**src/hw/rtl/two_sensor_delta_running_stats_assert.svh**
```systemverilog
// ----------------------------------------------------------------------------
// Assertion macros for the two-sensor running statistics block
// Clocked implication checks, reset gated, reporting through $error.
// ----------------------------------------------------------------------------
`ifndef TWO_SENSOR_DELTA_RUNNING_STATS_ASSERT_SVH
`define TWO_SENSOR_DELTA_RUNNING_STATS_ASSERT_SVH

// same-cycle implication
`define TSDRS_ASSERT_IMPL(label, clk, rst_n, ante, cons, msg) \
    label: assert property (@(posedge clk) disable iff (!rst_n) (ante) |-> (cons)) \
        else $error(msg);

// next-cycle implication
`define TSDRS_ASSERT_NEXT(label, clk, rst_n, ante, cons, msg) \
    label: assert property (@(posedge clk) disable iff (!rst_n) (ante) |=> (cons)) \
        else $error(msg);

`endif

```
**src/hw/rtl/tsdrs_pkg.sv**
```systemverilog
// ----------------------------------------------------------------------------
// tsdrs_pkg
// Shared types and constants of the two-sensor running statistics block.
// ----------------------------------------------------------------------------
package tsdrs_pkg;

    // field widths fixed by the item format
    localparam int TEMP_W       = 12;
    localparam int VALUE_W      = TEMP_W + 1;
    localparam int STATUS_W     = 2;
    localparam int CHANNEL_W    = 2;
    localparam int NUM_CHANNELS = 3;

    // defaults of the top-level parameters
    localparam int MEAN_FRAC_BITS_DEF = 8;
    localparam int COUNT_WIDTH_DEF    = 32;

    // result status codes
    typedef enum logic [STATUS_W-1:0] {
        ST_UPDATED = 2'd0,
        ST_FAULT   = 2'd1,
        ST_CLEARED = 2'd2
    } t_status;

    // channel codes
    typedef enum logic [CHANNEL_W-1:0] {
        CH_FIRST  = 2'd0,
        CH_SECOND = 2'd1,
        CH_DELTA  = 2'd2
    } t_channel;

    // commands from controller to datapath
    typedef struct packed {
        logic     capture;
        logic     clear;
        logic     fault_inc;
        logic     div_start;
        logic     update;
        logic     count_inc;
        logic     load_out;
        t_channel ch;
        t_status  status;
        logic     last;
    } t_dp_cmd;

    // status from datapath to controller
    typedef struct packed {
        logic is_clear;
        logic is_ok;
        logic div_done;
        logic out_free;
    } t_dp_stat;

endpackage

```
**src/hw/rtl/tsdrs_if.sv**
```systemverilog
// ----------------------------------------------------------------------------
// tsdrs_if
// Valid/ready channels carrying sample items in and statistics items out.
// ----------------------------------------------------------------------------

// input channel: one sample event or clear command per item
interface tsdrs_in_if import tsdrs_pkg::*; ();
    logic                     valid;
    logic                     ready;
    logic                     cmd;
    logic                     sample_ok;
    logic signed [TEMP_W-1:0] first_temp;
    logic signed [TEMP_W-1:0] second_temp;

    modport source (output valid, cmd, sample_ok, first_temp, second_temp, input ready);
    modport sink   (input valid, cmd, sample_ok, first_temp, second_temp, output ready);
endinterface

// output channel: statistics of one channel per item
interface tsdrs_out_if import tsdrs_pkg::*; #(
    parameter int MEAN_FRAC_BITS = MEAN_FRAC_BITS_DEF,
    parameter int COUNT_WIDTH    = COUNT_WIDTH_DEF
) ();
    localparam int MEAN_W = VALUE_W + MEAN_FRAC_BITS;

    logic                      valid;
    logic                      ready;
    logic [STATUS_W-1:0]       status;
    logic [CHANNEL_W-1:0]      channel;
    logic signed [VALUE_W-1:0] latest_value;
    logic signed [VALUE_W-1:0] minimum_value;
    logic signed [VALUE_W-1:0] maximum_value;
    logic signed [MEAN_W-1:0]  mean_value;
    logic [COUNT_WIDTH-1:0]    reading_total;
    logic [COUNT_WIDTH-1:0]    fault_total;
    logic                      last;

    modport source (output valid, status, channel, latest_value, minimum_value,
                    maximum_value, mean_value, reading_total, fault_total, last,
                    input ready);
    modport sink   (input valid, status, channel, latest_value, minimum_value,
                    maximum_value, mean_value, reading_total, fault_total, last,
                    output ready);
endinterface

```
**src/hw/rtl/two_sensor_delta_running_stats.sv**
```systemverilog
// ----------------------------------------------------------------------------
// two_sensor_delta_running_stats
// Running latest/min/max/mean for two temperature sensors and their
// absolute difference. Each input item is a sample pair or a clear command.
// A good sample gives three result items (first, second, delta channel, last
// set on the delta item); a failed sample or a clear gives one item on the
// first channel. The mean carries MEAN_FRAC_BITS fraction bits and is
// updated by mean += (v*2^MEAN_FRAC_BITS - mean)/(n+1), truncated toward
// zero, through one shared bit-serial divider. One item is worked on at a
// time: the divider gives one quotient bit per cycle and runs in turn for
// each of the three channels of a good sample; fault and clear items skip
// the divider. Result items wait in an output register, so the next input
// item is accepted while the last result is still unclaimed.
// ----------------------------------------------------------------------------
module two_sensor_delta_running_stats import tsdrs_pkg::*; #(
    parameter int MEAN_FRAC_BITS = MEAN_FRAC_BITS_DEF,
    parameter int COUNT_WIDTH    = COUNT_WIDTH_DEF
) (
    input  logic         i_clk,
    input  logic         i_rst_n,
    tsdrs_in_if.sink     i_in,
    tsdrs_out_if.source  o_out
);

    t_dp_cmd  s_cmd;
    t_dp_stat s_stat;
    logic     s_in_ready;

    // controller
    tsdrs_ctrl u_ctrl (
        .i_clk      (i_clk),
        .i_rst_n    (i_rst_n),
        .i_in_valid (i_in.valid),
        .o_in_ready (s_in_ready),
        .i_stat     (s_stat),
        .o_cmd      (s_cmd)
    );

    assign i_in.ready = s_in_ready;

    // datapath
    tsdrs_dp #(
        .MEAN_FRAC_BITS (MEAN_FRAC_BITS),
        .COUNT_WIDTH    (COUNT_WIDTH)
    ) u_dp (
        .i_clk           (i_clk),
        .i_rst_n         (i_rst_n),
        .i_cmd           (s_cmd),
        .o_stat          (s_stat),
        .i_item_cmd      (i_in.cmd),
        .i_sample_ok     (i_in.sample_ok),
        .i_first_temp    (i_in.first_temp),
        .i_second_temp   (i_in.second_temp),
        .o_out_valid     (o_out.valid),
        .i_out_ready     (o_out.ready),
        .o_status        (o_out.status),
        .o_channel       (o_out.channel),
        .o_latest_value  (o_out.latest_value),
        .o_minimum_value (o_out.minimum_value),
        .o_maximum_value (o_out.maximum_value),
        .o_mean_value    (o_out.mean_value),
        .o_reading_total (o_out.reading_total),
        .o_fault_total   (o_out.fault_total),
        .o_last          (o_out.last)
    );

endmodule

```
**src/hw/rtl/tsdrs_div.sv**
```systemverilog
// ----------------------------------------------------------------------------
// tsdrs_div
// Unsigned restoring divider, one quotient bit per cycle.
// ----------------------------------------------------------------------------
module tsdrs_div import tsdrs_pkg::*; #(
    parameter int DIVIDEND_W = VALUE_W + MEAN_FRAC_BITS_DEF + 1,
    parameter int DIVISOR_W  = COUNT_WIDTH_DEF + 1
) (
    input  logic                  i_clk,
    input  logic                  i_rst_n,
    input  logic                  i_start,
    input  logic [DIVIDEND_W-1:0] i_dividend,
    input  logic [DIVISOR_W-1:0]  i_divisor,
    output logic [DIVIDEND_W-1:0] o_quotient,
    output logic                  o_busy,
    output logic                  o_done
);

    localparam int                CNT_W     = $clog2(DIVIDEND_W + 1);
    localparam logic [CNT_W-1:0]  LAST_STEP = CNT_W'(DIVIDEND_W - 1);

    logic [DIVIDEND_W-1:0] r_quot;
    logic [DIVISOR_W-1:0]  r_rem;
    logic [DIVISOR_W-1:0]  r_divisor;
    logic [CNT_W-1:0]      r_count;
    logic                  r_busy;
    logic                  r_done;

    logic [DIVISOR_W:0]    w_shifted;
    logic [DIVISOR_W+1:0]  w_trial;
    logic                  w_borrow;

    // shift in the next dividend bit and try a subtract
    assign w_shifted = {r_rem, r_quot[DIVIDEND_W-1]};
    assign w_trial   = {1'b0, w_shifted} - {2'b00, r_divisor};
    assign w_borrow  = w_trial[DIVISOR_W+1];

    // iteration registers
    always_ff @(posedge i_clk) begin
        if (!i_rst_n) begin
            r_busy  <= 1'b0;
            r_done  <= 1'b0;
            r_count <= '0;
        end else begin
            r_done <= 1'b0;
            if (i_start) begin
                r_busy  <= 1'b1;
                r_count <= '0;
            end else if (r_busy) begin
                r_count <= r_count + 1'b1;
                if (r_count == LAST_STEP) begin
                    r_busy <= 1'b0;
                    r_done <= 1'b1;
                end
            end
        end
    end

    // quotient and remainder
    always_ff @(posedge i_clk) begin
        if (i_start) begin
            r_quot    <= i_dividend;
            r_rem     <= '0;
            r_divisor <= i_divisor;
        end else if (r_busy) begin
            r_quot <= {r_quot[DIVIDEND_W-2:0], ~w_borrow};
            if (w_borrow) begin
                r_rem <= w_shifted[DIVISOR_W-1:0];
            end else begin
                r_rem <= w_trial[DIVISOR_W-1:0];
            end
        end
    end

    assign o_quotient = r_quot;
    assign o_busy     = r_busy;
    assign o_done     = r_done;

endmodule

```
**src/hw/rtl/tsdrs_dp.sv**
```systemverilog
// ----------------------------------------------------------------------------
// tsdrs_dp
// Datapath: per-channel statistics, counters, mean update and output register.
// ----------------------------------------------------------------------------
`include "two_sensor_delta_running_stats_assert.svh"

module tsdrs_dp import tsdrs_pkg::*; #(
    parameter int MEAN_FRAC_BITS = MEAN_FRAC_BITS_DEF,
    parameter int COUNT_WIDTH    = COUNT_WIDTH_DEF
) (
    input  logic                                    i_clk,
    input  logic                                    i_rst_n,
    input  t_dp_cmd                                 i_cmd,
    output t_dp_stat                                o_stat,
    input  logic                                    i_item_cmd,
    input  logic                                    i_sample_ok,
    input  logic signed [TEMP_W-1:0]                i_first_temp,
    input  logic signed [TEMP_W-1:0]                i_second_temp,
    output logic                                    o_out_valid,
    input  logic                                    i_out_ready,
    output logic [STATUS_W-1:0]                     o_status,
    output logic [CHANNEL_W-1:0]                    o_channel,
    output logic signed [VALUE_W-1:0]               o_latest_value,
    output logic signed [VALUE_W-1:0]               o_minimum_value,
    output logic signed [VALUE_W-1:0]               o_maximum_value,
    output logic signed [VALUE_W+MEAN_FRAC_BITS-1:0] o_mean_value,
    output logic [COUNT_WIDTH-1:0]                  o_reading_total,
    output logic [COUNT_WIDTH-1:0]                  o_fault_total,
    output logic                                    o_last
);

    localparam int MEAN_W = VALUE_W + MEAN_FRAC_BITS;
    localparam int DIFF_W = MEAN_W + 1;
    localparam int DIVR_W = COUNT_WIDTH + 1;

    // captured item
    logic                     r_is_clear;
    logic                     r_is_ok;
    logic signed [TEMP_W-1:0] r_first;
    logic signed [TEMP_W-1:0] r_second;

    // statistics state
    logic signed [VALUE_W-1:0] r_latest [NUM_CHANNELS];
    logic signed [VALUE_W-1:0] r_min    [NUM_CHANNELS];
    logic signed [VALUE_W-1:0] r_max    [NUM_CHANNELS];
    logic signed [MEAN_W-1:0]  r_mean   [NUM_CHANNELS];
    logic [COUNT_WIDTH-1:0]    r_reading;
    logic [COUNT_WIDTH-1:0]    r_fault;
    logic                      r_neg;

    // output register
    logic                      r_out_valid;
    logic [STATUS_W-1:0]       r_out_status;
    logic [CHANNEL_W-1:0]      r_out_channel;
    logic signed [VALUE_W-1:0] r_out_latest;
    logic signed [VALUE_W-1:0] r_out_min;
    logic signed [VALUE_W-1:0] r_out_max;
    logic signed [MEAN_W-1:0]  r_out_mean;
    logic [COUNT_WIDTH-1:0]    r_out_reading;
    logic [COUNT_WIDTH-1:0]    r_out_fault;
    logic                      r_out_last;

    logic signed [VALUE_W-1:0] w_first;
    logic signed [VALUE_W-1:0] w_second;
    logic signed [VALUE_W-1:0] w_delta;
    logic signed [VALUE_W-1:0] w_value;
    logic signed [DIFF_W-1:0]  w_value_ext;
    logic signed [DIFF_W-1:0]  w_scaled;
    logic signed [DIFF_W-1:0]  w_mean_ext;
    logic signed [DIFF_W-1:0]  w_diff;
    logic [DIFF_W-1:0]         w_mag;
    logic [DIVR_W-1:0]         w_divisor;
    logic [DIFF_W-1:0]         w_quot;
    logic signed [DIFF_W-1:0]  w_step;
    logic signed [DIFF_W-1:0]  w_mean_sum;
    logic                      w_div_busy;
    logic                      w_div_done;
    logic                      w_out_free;

    // channel values from the captured samples
    assign w_first  = {r_first[TEMP_W-1], r_first};
    assign w_second = {r_second[TEMP_W-1], r_second};
    assign w_delta  = (w_first >= w_second) ? (w_first - w_second) : (w_second - w_first);

    always_comb begin
        case (i_cmd.ch)
            CH_FIRST:  w_value = w_first;
            CH_SECOND: w_value = w_second;
            default:   w_value = w_delta;
        endcase
    end

    // mean correction dividend: scaled value minus current mean, as sign and magnitude
    assign w_value_ext = {{(DIFF_W - VALUE_W){w_value[VALUE_W-1]}}, w_value};
    assign w_scaled    = w_value_ext <<< MEAN_FRAC_BITS;
    assign w_mean_ext  = {r_mean[i_cmd.ch][MEAN_W-1], r_mean[i_cmd.ch]};
    assign w_diff      = w_scaled - w_mean_ext;
    assign w_mag       = w_diff[DIFF_W-1] ? -w_diff : w_diff;
    assign w_divisor   = {1'b0, r_reading} + 1'b1;

    tsdrs_div #(
        .DIVIDEND_W (DIFF_W),
        .DIVISOR_W  (DIVR_W)
    ) u_div (
        .i_clk      (i_clk),
        .i_rst_n    (i_rst_n),
        .i_start    (i_cmd.div_start),
        .i_dividend (w_mag),
        .i_divisor  (w_divisor),
        .o_quotient (w_quot),
        .o_busy     (w_div_busy),
        .o_done     (w_div_done)
    );

    // signed quotient truncated toward zero, added to the mean
    assign w_step     = r_neg ? -w_quot : w_quot;
    assign w_mean_sum = w_mean_ext + w_step;

    // captured item and sign of the running division
    always_ff @(posedge i_clk) begin
        if (i_cmd.capture) begin
            r_is_clear <= i_item_cmd;
            r_is_ok    <= i_sample_ok;
            r_first    <= i_first_temp;
            r_second   <= i_second_temp;
        end
        if (i_cmd.div_start) begin
            r_neg <= w_diff[DIFF_W-1];
        end
    end

    // statistics and counters
    always_ff @(posedge i_clk) begin
        if (!i_rst_n || i_cmd.clear) begin
            for (int c = 0; c < NUM_CHANNELS; c++) begin
                r_latest[c] <= '0;
                r_min[c]    <= '0;
                r_max[c]    <= '0;
                r_mean[c]   <= '0;
            end
            r_reading <= '0;
            r_fault   <= '0;
        end else begin
            if (i_cmd.update) begin
                r_latest[i_cmd.ch] <= w_value;
                r_mean[i_cmd.ch]   <= w_mean_sum[MEAN_W-1:0];
                // first reading since clear seeds min and max
                if (r_reading == '0) begin
                    r_min[i_cmd.ch] <= w_value;
                    r_max[i_cmd.ch] <= w_value;
                end else begin
                    if (w_value < r_min[i_cmd.ch]) begin
                        r_min[i_cmd.ch] <= w_value;
                    end
                    if (w_value > r_max[i_cmd.ch]) begin
                        r_max[i_cmd.ch] <= w_value;
                    end
                end
            end
            if (i_cmd.count_inc && (r_reading != '1)) begin
                r_reading <= r_reading + 1'b1;
            end
            if (i_cmd.fault_inc && (r_fault != '1)) begin
                r_fault <= r_fault + 1'b1;
            end
        end
    end

    // output register, freed when the current item is taken
    assign w_out_free = !r_out_valid || i_out_ready;

    always_ff @(posedge i_clk) begin
        if (!i_rst_n) begin
            r_out_valid <= 1'b0;
        end else if (i_cmd.load_out) begin
            r_out_valid <= 1'b1;
        end else if (i_out_ready) begin
            r_out_valid <= 1'b0;
        end
    end

    always_ff @(posedge i_clk) begin
        if (i_cmd.load_out) begin
            r_out_status  <= i_cmd.status;
            r_out_channel <= i_cmd.ch;
            r_out_latest  <= r_latest[i_cmd.ch];
            r_out_min     <= r_min[i_cmd.ch];
            r_out_max     <= r_max[i_cmd.ch];
            r_out_mean    <= r_mean[i_cmd.ch];
            r_out_reading <= r_reading;
            r_out_fault   <= r_fault;
            r_out_last    <= i_cmd.last;
        end
    end

    // status toward the controller
    assign o_stat.is_clear = r_is_clear;
    assign o_stat.is_ok    = r_is_ok;
    assign o_stat.div_done = w_div_done;
    assign o_stat.out_free = w_out_free;

    assign o_out_valid     = r_out_valid;
    assign o_status        = r_out_status;
    assign o_channel       = r_out_channel;
    assign o_latest_value  = r_out_latest;
    assign o_minimum_value = r_out_min;
    assign o_maximum_value = r_out_max;
    assign o_mean_value    = r_out_mean;
    assign o_reading_total = r_out_reading;
    assign o_fault_total   = r_out_fault;
    assign o_last          = r_out_last;

    // checks
    `TSDRS_ASSERT_IMPL(a_load_when_free, i_clk, i_rst_n, i_cmd.load_out, w_out_free, "output overwritten")
    `TSDRS_ASSERT_IMPL(a_start_when_idle, i_clk, i_rst_n, i_cmd.div_start, !w_div_busy, "divider restarted while busy")
    `TSDRS_ASSERT_NEXT(a_min_le_max, i_clk, i_rst_n, i_cmd.update, r_min[$past(i_cmd.ch)] <= r_max[$past(i_cmd.ch)], "minimum above maximum")

endmodule

```
**src/hw/rtl/tsdrs_ctrl.sv**
```systemverilog
// ----------------------------------------------------------------------------
// tsdrs_ctrl
// Controller: sequences capture, per-channel mean division and result items.
// ----------------------------------------------------------------------------
module tsdrs_ctrl import tsdrs_pkg::*; (
    input  logic     i_clk,
    input  logic     i_rst_n,
    input  logic     i_in_valid,
    output logic     o_in_ready,
    input  t_dp_stat i_stat,
    output t_dp_cmd  o_cmd
);

    typedef enum logic [2:0] {
        S_IDLE,
        S_DISPATCH,
        S_DIV_START,
        S_DIV_WAIT,
        S_EMIT
    } t_state;

    t_state   r_state;
    t_state   n_state;
    t_channel r_ch;
    t_channel n_ch;
    t_status  r_status;
    t_status  n_status;

    // next state and commands
    always_comb begin
        n_state  = r_state;
        n_ch     = r_ch;
        n_status = r_status;

        o_cmd           = '0;
        o_cmd.ch        = r_ch;
        o_cmd.status    = r_status;
        o_cmd.last      = (r_status != ST_UPDATED) || (r_ch == CH_DELTA);

        unique case (r_state)
            S_IDLE: begin
                o_cmd.capture = i_in_valid;
                if (i_in_valid) begin
                    n_state = S_DISPATCH;
                end
            end
            S_DISPATCH: begin
                n_ch = CH_FIRST;
                if (i_stat.is_clear) begin
                    o_cmd.clear = 1'b1;
                    n_status    = ST_CLEARED;
                    n_state     = S_EMIT;
                end else if (!i_stat.is_ok) begin
                    o_cmd.fault_inc = 1'b1;
                    n_status        = ST_FAULT;
                    n_state         = S_EMIT;
                end else begin
                    n_status = ST_UPDATED;
                    n_state  = S_DIV_START;
                end
            end
            S_DIV_START: begin
                o_cmd.div_start = 1'b1;
                n_state         = S_DIV_WAIT;
            end
            S_DIV_WAIT: begin
                if (i_stat.div_done) begin
                    o_cmd.update = 1'b1;
                    if (r_ch == CH_DELTA) begin
                        o_cmd.count_inc = 1'b1;
                        n_ch            = CH_FIRST;
                        n_state         = S_EMIT;
                    end else begin
                        n_ch    = t_channel'(r_ch + 1'b1);
                        n_state = S_DIV_START;
                    end
                end
            end
            S_EMIT: begin
                if (i_stat.out_free) begin
                    o_cmd.load_out = 1'b1;
                    if (o_cmd.last) begin
                        n_state = S_IDLE;
                    end else begin
                        n_ch = t_channel'(r_ch + 1'b1);
                    end
                end
            end
        endcase
    end

    // state and registered outputs
    always_ff @(posedge i_clk) begin
        if (!i_rst_n) begin
            r_state  <= S_IDLE;
            r_ch     <= CH_FIRST;
            r_status <= ST_UPDATED;
        end else begin
            r_state  <= n_state;
            r_ch     <= n_ch;
            r_status <= n_status;
        end
    end

    assign o_in_ready = (r_state == S_IDLE);

endmodule
```
**src/flat_wrapper.sv**
```systemverilog
// flat-port wrapper written by rule: the top's interface ports become plain ports
module two_sensor_delta_running_stats_flat import tsdrs_pkg::*;
#(
    parameter int MEAN_FRAC_BITS = MEAN_FRAC_BITS_DEF,
    parameter int COUNT_WIDTH    = COUNT_WIDTH_DEF
)
  (i_clk, i_rst_n, i_in_valid, i_in_cmd, i_in_sample_ok, i_in_first_temp, i_in_second_temp, i_in_ready, o_out_valid, o_out_status, o_out_channel, o_out_latest_value, o_out_minimum_value, o_out_maximum_value, o_out_mean_value, o_out_reading_total, o_out_fault_total, o_out_last, o_out_ready);
  tsdrs_in_if i_in_i ();
  tsdrs_out_if #(.MEAN_FRAC_BITS(MEAN_FRAC_BITS), .COUNT_WIDTH(COUNT_WIDTH)) o_out_i ();
  input  logic i_clk;
  input  logic i_rst_n;
  input wire logic [$bits(i_in_i.valid)-1:0] i_in_valid;
  input wire logic [$bits(i_in_i.cmd)-1:0] i_in_cmd;
  input wire logic [$bits(i_in_i.sample_ok)-1:0] i_in_sample_ok;
  input wire logic [$bits(i_in_i.first_temp)-1:0] i_in_first_temp;
  input wire logic [$bits(i_in_i.second_temp)-1:0] i_in_second_temp;
  output wire logic [$bits(i_in_i.ready)-1:0] i_in_ready;
  output wire logic [$bits(o_out_i.valid)-1:0] o_out_valid;
  output wire logic [$bits(o_out_i.status)-1:0] o_out_status;
  output wire logic [$bits(o_out_i.channel)-1:0] o_out_channel;
  output wire logic [$bits(o_out_i.latest_value)-1:0] o_out_latest_value;
  output wire logic [$bits(o_out_i.minimum_value)-1:0] o_out_minimum_value;
  output wire logic [$bits(o_out_i.maximum_value)-1:0] o_out_maximum_value;
  output wire logic [$bits(o_out_i.mean_value)-1:0] o_out_mean_value;
  output wire logic [$bits(o_out_i.reading_total)-1:0] o_out_reading_total;
  output wire logic [$bits(o_out_i.fault_total)-1:0] o_out_fault_total;
  output wire logic [$bits(o_out_i.last)-1:0] o_out_last;
  input wire logic [$bits(o_out_i.ready)-1:0] o_out_ready;
  assign i_in_i.valid = i_in_valid;
  assign i_in_i.cmd = i_in_cmd;
  assign i_in_i.sample_ok = i_in_sample_ok;
  assign i_in_i.first_temp = i_in_first_temp;
  assign i_in_i.second_temp = i_in_second_temp;
  assign i_in_ready = i_in_i.ready;
  assign o_out_valid = o_out_i.valid;
  assign o_out_status = o_out_i.status;
  assign o_out_channel = o_out_i.channel;
  assign o_out_latest_value = o_out_i.latest_value;
  assign o_out_minimum_value = o_out_i.minimum_value;
  assign o_out_maximum_value = o_out_i.maximum_value;
  assign o_out_mean_value = o_out_i.mean_value;
  assign o_out_reading_total = o_out_i.reading_total;
  assign o_out_fault_total = o_out_i.fault_total;
  assign o_out_last = o_out_i.last;
  assign o_out_i.ready = o_out_ready;
  two_sensor_delta_running_stats #(.MEAN_FRAC_BITS(MEAN_FRAC_BITS), .COUNT_WIDTH(COUNT_WIDTH)) u_core (.i_clk(i_clk), .i_rst_n(i_rst_n), .i_in(i_in_i), .o_out(o_out_i));
endmodule
```
**config.mk**
```make
export PLATFORM = sky130hd
export DESIGN_NAME = two_sensor_delta_running_stats_flat
export DESIGN_NICKNAME = d
export VERILOG_FILES = /design/src/hw/rtl/tsdrs_pkg.sv /design/src/hw/rtl/tsdrs_if.sv /design/src/hw/rtl/two_sensor_delta_running_stats.sv /design/src/hw/rtl/tsdrs_div.sv /design/src/hw/rtl/tsdrs_dp.sv /design/src/hw/rtl/tsdrs_ctrl.sv /design/src/flat_wrapper.sv
export VERILOG_INCLUDE_DIRS = /design/src /design/src/hw/rtl
export SDC_FILE = /design/constraint.sdc
export NUM_CORES = 1
export LEC_CHECK = 0
export BUFFER_PORTS_ARGS = -buffer_cell sky130_fd_sc_hd__buf_2
export CELL_PAD_IN_SITES_DETAIL_PLACEMENT = 1
export CELL_PAD_IN_SITES_GLOBAL_PLACEMENT = 1
export CORE_UTILIZATION = 54
export CTS_CLUSTER_SIZE = 28
export DETAILED_ROUTE_END_ITERATION = 8
export PLACE_DENSITY_LB_ADDON = 0.25
export SYNTH_ARGS = -nofsm -noshare
export SYNTH_HDL_FRONTEND = slang
export SYNTH_HIERARCHICAL = 1
export SYNTH_SLANG_ARGS = --single-unit
```
**constraint.sdc**
```tcl
create_clock -name i_clk -period 13.1 [get_ports i_clk]
set_input_delay 0.655 -clock i_clk [delete_from_list [all_inputs] [get_ports i_clk]]
set_output_delay 0.655 -clock i_clk [all_outputs]
set_load 0.05 [all_outputs]
```
==> reports/results.tsv, run 1 <==
metric	value	unit
outcome	complete, no violations	
Synth Instances	2416	
CTS tree	built	
Max Fanout on Critical Path	17	
vias in the first global route	21621	
Pwr Total	5.62	mW
syn avg cell area	11.7	µm²
Final Max Tran Viols	0	
Starting Density	0.549	
fin crit period	7.56	ns
H-Tree Depth	2	
largest net degree at the start of global routing	81	
Hold Crit Depth	1	
Die Wd	231	µm
vias post-DR	20320	
hold path start	i_in_second_temp[8]	
first-pass GRT wire length	128000	µm
clk_lat worst skew	0.64	ns
Worst Hold End	u_core/u_dp/r_second[8]	
Post-DRT Antenna Nets	0	
storage element area	15800	µm²
Clock Skew	0.0302	ns
pre-CTS setup slack	5.75	ns
clock-pin slew on the worst setup and hold paths	0.06	ns
CORE AREA	51600	µm²
Setup Buffers After CTS	0	
multi-input logic area	11500	µm²
CTS Hold Buffers Added	0	
Peak VDD IR	0.120	mV
prevailing post-synth register cell	edfxtp_1	
Pre-antenna DRT Iters	5	
leakage power	12.4	nW
Total GRT Usage	0.315	
WL/cell	25.4	µm
I/O pin cnt	161	
final setup fails	0	
post-synthesis sequential area ratio	0.557	
layout cells sized above 1	0.158	
r2r endpoint	u_core/u_dp/u_div/o_quotient[18]	
ANT cells	0	
worst path required time	13.47	ns
I/O Buffers	160	
Netlist Area Pre-Place	28400	µm²
PnR worst setup slack	5.54	ns
die height	231	µm
CP arrival	7.93	ns
clock buffer depth	3	
Distinct cells, synth	97	
root buffer cell	clkbuf_16	
routed wire length	83900	µm
die area	53400	µm²
Iter 0 DRT Violations	1515	
maximum clock rate	0.132	GHz
Max-Cap Viols	0	
EDFF count, synth	451	
gpl congestion	0.910	
Synth Warn #	6	
RR Startpoint	u_core/u_dp/r_first[1]	
Synth Register Bits	563	
Worst Setup Start Kind	flop	
ys async rst share	0	
Fin Setup TNS	0	ns
gr ovfl total	0	
power density over cell area	176	nW/µm²
DPL Wire Length	56900	µm
Reg2Reg Setup Slack	5.54	ns
critical path class	flop to flop	
NumNets Final	2733	
Synthesized Nets	2575	
Cells after DPL	3193	
worst reg-to-reg path cell count	24	
Sink Count	563	
Final Cycle Share	0.577	
PostCTS Resize Cnt	0	
Hold Vio Cnt, Final	0	
type of the worst min-delay path	input port to flop	
Finished Layout Cells	3305	
filler cell count	5253	
cell row count	83	
Area Overhead vs Synth	12.6	%
initial antenna violation count	2	
Via density	6.15	
RSZ-0062 raised after global routing	no	
# DRC	0	
normalized max-slew margin	0.0946	
Worst-Margin Slew	1.35	ns
CTS buffer count	59	
crit end category	flop	
cells by family after synthesis:
group / after synthesis / share of synthesized area
DFF: 563 / 0.557
muxes: 128 / 0.0733
buffers and inverters: 272 / 0.0382
AOI/OAI and AO/OA: 391 / 0.0923
adders and majority gates: 129 / 0.0580
and+or+nand+nor: 744 / 0.123
xor gates and xnor gates: 189 / 0.0586
report_power, final:
group / switching, mW / total [mW] / internal (mW)
combinational: 1.02 / 1.59 / 0.574
clock: 0.734 / 1.81 / 1.08
sequential: 0.0972 / 2.21 / 2.11
flip-flops by register name, indices dropped and copies added (netlist names), 5 cells and up:
register and count:
u_core/u_dp/r_mean 84, u_core/u_dp/r_latest 52, u_core/u_dp/r_max 52, u_core/u_dp/r_min 52, u_core/u_dp/u_div/r_divisor 33, u_core/u_dp/u_div/r_rem 33, u_core/u_dp/o_fault_total 32, u_core/u_dp/o_reading_total 32
u_core/u_dp/r_fault 32, u_core/u_dp/r_reading 32, u_core/u_dp/u_div/o_quotient 22, u_core/u_dp/o_mean_value 21, u_core/u_dp/o_latest_value 13, u_core/u_dp/o_maximum_value 13, u_core/u_dp/o_minimum_value 13, u_core/u_dp/r_first 12
u_core/u_dp/r_second 12, u_core/u_dp/u_div/r_count 5
final cells by class:
class / instances / area share
Sequential cell: 563 / 0.495
Multi-Input combinational cell: 1581 / 0.360
Clock buffer: 69 / 0.0494
Timing Repair Buffer: 187 / 0.0314
Tap cell: 680 / 0.0267
Inverter: 182 / 0.0214
Clock inverter: 43 / 0.0161
layout by cell type, fill, tap and decap left out, types with 23 or more instances in the layout:
cell type / synthesis / routed
a211oi_1: 34 / 34
xor2_1: 78 / 78
buf_4: 4 / 27
buf_2: 6 / 160
nor2_1: 327 / 327
ha_1: 125 / 125
edfxtp_1: 451 / 451
o21ai_0: 76 / 76
mux2i_1: 40 / 40
nand3_1: 49 / 49
a21o_1: 38 / 38
nor4_1: 23 / 23
mux4_2: 57 / 57
dfxtp_1: 112 / 109
nor3_1: 32 / 31
inv_1: 179 / 179
mux2_2: 28 / 28
nand2b_1: 28 / 27
xnor2_1: 110 / 110
nand4_1: 30 / 30
clkbuf_16: 0 / 61
nand2_1: 142 / 142
a21oi_1: 98 / 98
synthesized netlist by cell type (5+ instances only):
master      n  share of area
a211oi_1   34         0.0090
o21a_1     13         0.0034
and3_1     22         0.0049
and2_1     12         0.0026
o21bai_1   13         0.0034
nand2_1   142          0.019
buf_2       6         0.0011
nand3_1    49         0.0086
a31o_2      5         0.0015
mux2_2     28          0.011
nor2b_1    10         0.0022
mux4_2     57          0.045
xnor2_1   110          0.034
a21boi_0    9         0.0024
nor3_1     32         0.0056
mux2i_1    40          0.014
o211a_1     6         0.0021
and4_1      6         0.0019
a21oi_1    98          0.017
xor2_1     78          0.024
nor4_1     23         0.0051
o31ai_1    22         0.0058
nand2b_1   28         0.0062
buf_1       9         0.0012
edfxtp_1  451           0.48
a21o_1     38          0.010
a31oi_1    12         0.0026
a311oi_1    5         0.0015
ha_1      125          0.055
clkbuf_1   66         0.0087
o21ai_0    76          0.013
or2_2      11         0.0024
or3_1      21         0.0046
nor2_1    327          0.043
nand4_1    30         0.0066
o22ai_1     7         0.0015
inv_1     179          0.024
o211ai_1    5         0.0013
dfxtp_1   112          0.079
worst max-delay path, cell delays in order, from the launching register on:
cell      delay, ns
edfxtp_1       0.46
inv_1          0.16
ha_1           0.27
nor2b_1        0.14
o21ai_0        0.25
a21boi_0       0.27
o311a_1        0.41
o221a_2        0.30
o31ai_2        0.29
mux2_2         0.38
or3_1          0.33
a31oi_1        0.67
inv_1          0.35
ha_1           0.34
a21o_1         0.20
a211o_1        0.30
o211a_1        0.22
o21ai_0        0.14
a21oi_1        0.07
o21ai_0        0.24
a31oi_2        0.26
inv_1          0.51
o21ai_0        0.23
xor2_1         0.18
mux2_2         0.30
worst max path at each step:
stage                      startpoint                               end  slack (ns)  cells after the start
6_report       u_core/u_dp/r_first[1]  u_core/u_dp/u_div/o_quotient[18]        5.54                     24
2_1_floorplan  u_core/u_dp/r_first[5]  u_core/u_dp/u_div/o_quotient[14]        6.69                     25
3_3_place_gp   u_core/u_dp/r_first[1]   u_core/u_dp/u_div/o_quotient[4]        6.10                     24
5_1_grt        u_core/u_dp/r_first[1]  u_core/u_dp/u_div/o_quotient[18]        5.00                     25
3_5_place_dp   u_core/u_dp/r_first[1]   u_core/u_dp/u_div/o_quotient[9]        5.75                     24
4_1_cts        u_core/u_dp/r_first[1]   u_core/u_dp/u_div/o_quotient[9]        5.70                     24
metal layers:
| layer | up-vias | part of all wire | wire length, µm | GRT usage |
|---|---|---|---|---|
| met3 | 193 | 0.058 | 4870 | 0.0437 |
| met5 | - | 0.00018 | 15 | 0 |
| met2 | 777 | 0.52 | 43200 | 0.561 |
| met4 | 2 | 0.036 | 2990 | 0.121 |
| met1 | 10264 | 0.39 | 32800 | 0.385 |
| li1 | 9084 | - | - | - |
per-stage QoR:
stage               instance area (µm²)  hold WS, ns  utilization
global placement                  29800        0.447        0.578
floorplan                         28400        0.406            -
CTS                               31900        0.161        0.619
finish                            31900        0.185        0.619
global route                      31900        0.177        0.619
detailed placement                29800        0.455        0.578
(Power assumes the default switching activity.)
==> run 2: changes to the inputs <==
--- a/config.mk
+++ b/config.mk
@@ -9,7 +9,7 @@
 export BUFFER_PORTS_ARGS = -buffer_cell sky130_fd_sc_hd__buf_2
 export CELL_PAD_IN_SITES_DETAIL_PLACEMENT = 1
 export CELL_PAD_IN_SITES_GLOBAL_PLACEMENT = 1
-export CORE_UTILIZATION = 54
+export CORE_UTILIZATION = 50
 export CTS_CLUSTER_SIZE = 28
 export DETAILED_ROUTE_END_ITERATION = 8
 export PLACE_DENSITY_LB_ADDON = 0.25
==> constraint.sdc (replaced) <==
create_clock -name i_clk -period 7.6 [get_ports i_clk]
set_input_delay 0.38 -clock i_clk [delete_from_list [all_inputs] [get_ports i_clk]]
set_output_delay 0.38 -clock i_clk [all_outputs]
set_load 0.05 [all_outputs]
==> reports/results.tsv, run 2 (same netlist as run 1, synthesis figures left out) <==
metric	value	unit
H-Tree Depth	2	
Max-Cap Viols	0	
power density over cell area	297	nW/µm²
Die Wd	240	µm
part of the power in the clock network	0.321	
Design Area, Final	32400	µm²
Max Fanout on Critical Path	14	
root buffer cell	clkbuf_16	
fin crit period	7.15	ns
normalized max-slew margin	0.303	
vias post-DR	20061	
die height	240	µm
Worst Setup Start Kind	flop	
Final Max Tran Viols	0	
gpl congestion	0.884	
Post-DRT Antenna Nets	0	
RSZ-0062 raised after global routing	no	
RR Startpoint	u_core/u_dp/r_first[1]	
critical path class	flop to flop	
Final Cycle Share	0.941	
CTS buffer count	59	
type of the worst min-delay path	input port to flop	
Int Power	6.46	mW
I/O pin cnt	161	
DPL Wire Length	55600	µm
Reg2Reg Setup Slack	0.45	ns
leakage power	12.6	nW
Worst-Margin Slew	1.04	ns
Clock Skew	0.0267	ns
most frequent cells in the layout	edfxtp_1, nor2_1, inv_1, buf_2, nand2_1	
# DRC	0	
largest net degree at the start of global routing	67	
Area Overhead vs Synth	14.3	%
PnR worst setup slack	0.448	ns
Top reg by flops	u_core/u_dp/r_mean	
pre-CTS setup slack	0.126	ns
NumNets Final	2773	
Hold Vio Cnt, Final	0	
WL/cell	23.6	µm
Peak VDD IR	0.213	mV
Total GRT Usage	0.281	
Net Sw Frac	0.329	
max reg flops	84	
gr ovfl total	0	
cell row count	86	
final setup fails	0	
CP arrival	7.36	ns
clk_lat worst skew	0.64	ns
ANT cells	0	
worst path cell trace	inv_1 -> ha_1 -> nor2b_1 -> o21ai_0 -> a21boi_0 -> o311a_1 -> o221a_2 -> o31ai_4 -> buf_4 -> mux2_2 -> mux2i_1 -> o21ai_0 -> buf_4 -> ha_1 -> nand2_1 -> nor2_1 -> nand2_1 -> or3_1 -> a311oi_1 -> buf_4 -> nand2b_1 -> nand2_1	
outcome	complete, no violations	
Sink Count	563	
maximum clock rate	0.140	GHz
initial antenna violation count	1	
Pre-antenna DRT Iters	5	
clock-pin slew on the worst setup and hold paths	0.06	ns
die area	57700	µm²
layout cells sized above 1	0.162	
most common cell after layout, fill and taps aside	edfxtp_1	
worst path required time	7.81	ns
CTS tree	built	
Fin Setup TNS	0	ns
Area after DPL	30000	µm²
CP Launch Point	u_core/u_dp/r_first[1]	
sequential power share	0.395	
routed wire length	80600	µm
Combinational Power Share	0.284	
Via density	5.88	
Iter 0 DRT Violations	1481	
CP max-delay cell	mux2i_1	
crit path to	u_core/u_dp/r_max[1][9]	
Starting Density	0.511	
clock buffer depth	3	
max incr delay on CP	0.54	ns
I/O Buffers	160	
r2r endpoint	u_core/u_dp/r_max[1][9]	
worst reg-to-reg path cell count	22	
vias in the first global route	21266	
Util after Layout	0.584	
CORE AREA	55500	µm²
P_sw	3.17	mW
crit end category	flop	
first-pass GRT wire length	123000	µm
hold path start	i_rst_n	
## run 2: worst min-delay path by stage
stage | slack (ns) | cells past startpoint | end
finish | 0.11 | 2 | u_core/u_ctrl/r_status[0]
CTS | 0.09 | 2 | u_core/u_ctrl/r_status[1]
floorplan | 0.41 | 0 | u_core/u_dp/o_reading_total[10]
global route | 0.10 | 2 | u_core/u_ctrl/r_status[0]
global placement | 0.44 | 0 | u_core/u_dp/o_status[1]
detailed placement | 0.46 | 0 | u_core/u_dp/o_status[0]
## run 2: power by group through the flow
stage / Clock (mW) / Combinational, mW / Sequential, mW
finish: 3.09 / 2.74 / 3.81
global route: 3.25 / 2.97 / 3.83
CTS: 3.14 / 2.71 / 3.80
global placement: 0 / 2.59 / 3.85
detailed placement: 0 / 2.68 / 3.87
floorplan: 0 / 1.86 / 3.99
## run 2: worst max-delay path, delay by kind of cell (launching register included)
kind / cells / cell delay (ns)
AOI/OAI and AO/OA: 7 / 2.07
DFF: 1 / 0.43
and+or+nand+nor: 7 / 1.80
muxes: 2 / 0.88
adders and majority gates: 2 / 0.66
buffers and inverters: 4 / 0.85
## run 2: area by class of cell
type / count / area (µm²)
timing repair buffer: 227 / 1380
multi-input combinational: 1581 / 11500
clock buffer: 71 / 1580
clock inverter: 41 / 504
sequential: 563 / 15800
inverter: 182 / 687
fill: 5772 / 23100
tap: 748 / 936
## run 2: per-stage QoR
step / std cells / total power [mW] / hold slack [ns]
floorplan: 2416 / 5.85 / 0.406
global placement: 3271 / 6.44 / 0.443
detailed placement: 3271 / 6.55 / 0.458
CTS: 3409 / 9.66 / 0.0931
global route: 3413 / 10.1 / 0.104
finish: 3413 / 9.63 / 0.112
## run 2: repair_timing
action,in CTS,in global routing
setup buffers,0,4
hold endpoints to repair,26,0
setup endpoints to repair,0,28
gates resized for setup,0,4
hold buffers,26,0
## run 2: metal layers
layer	vias to the layer above	track usage	routed length, µm
met5	-	0	0
met4	0	0.108	2840
met3	148	0.0352	3900
met2	560	0.492	40900
met1	10189	0.354	33000
li1	9164	-	-
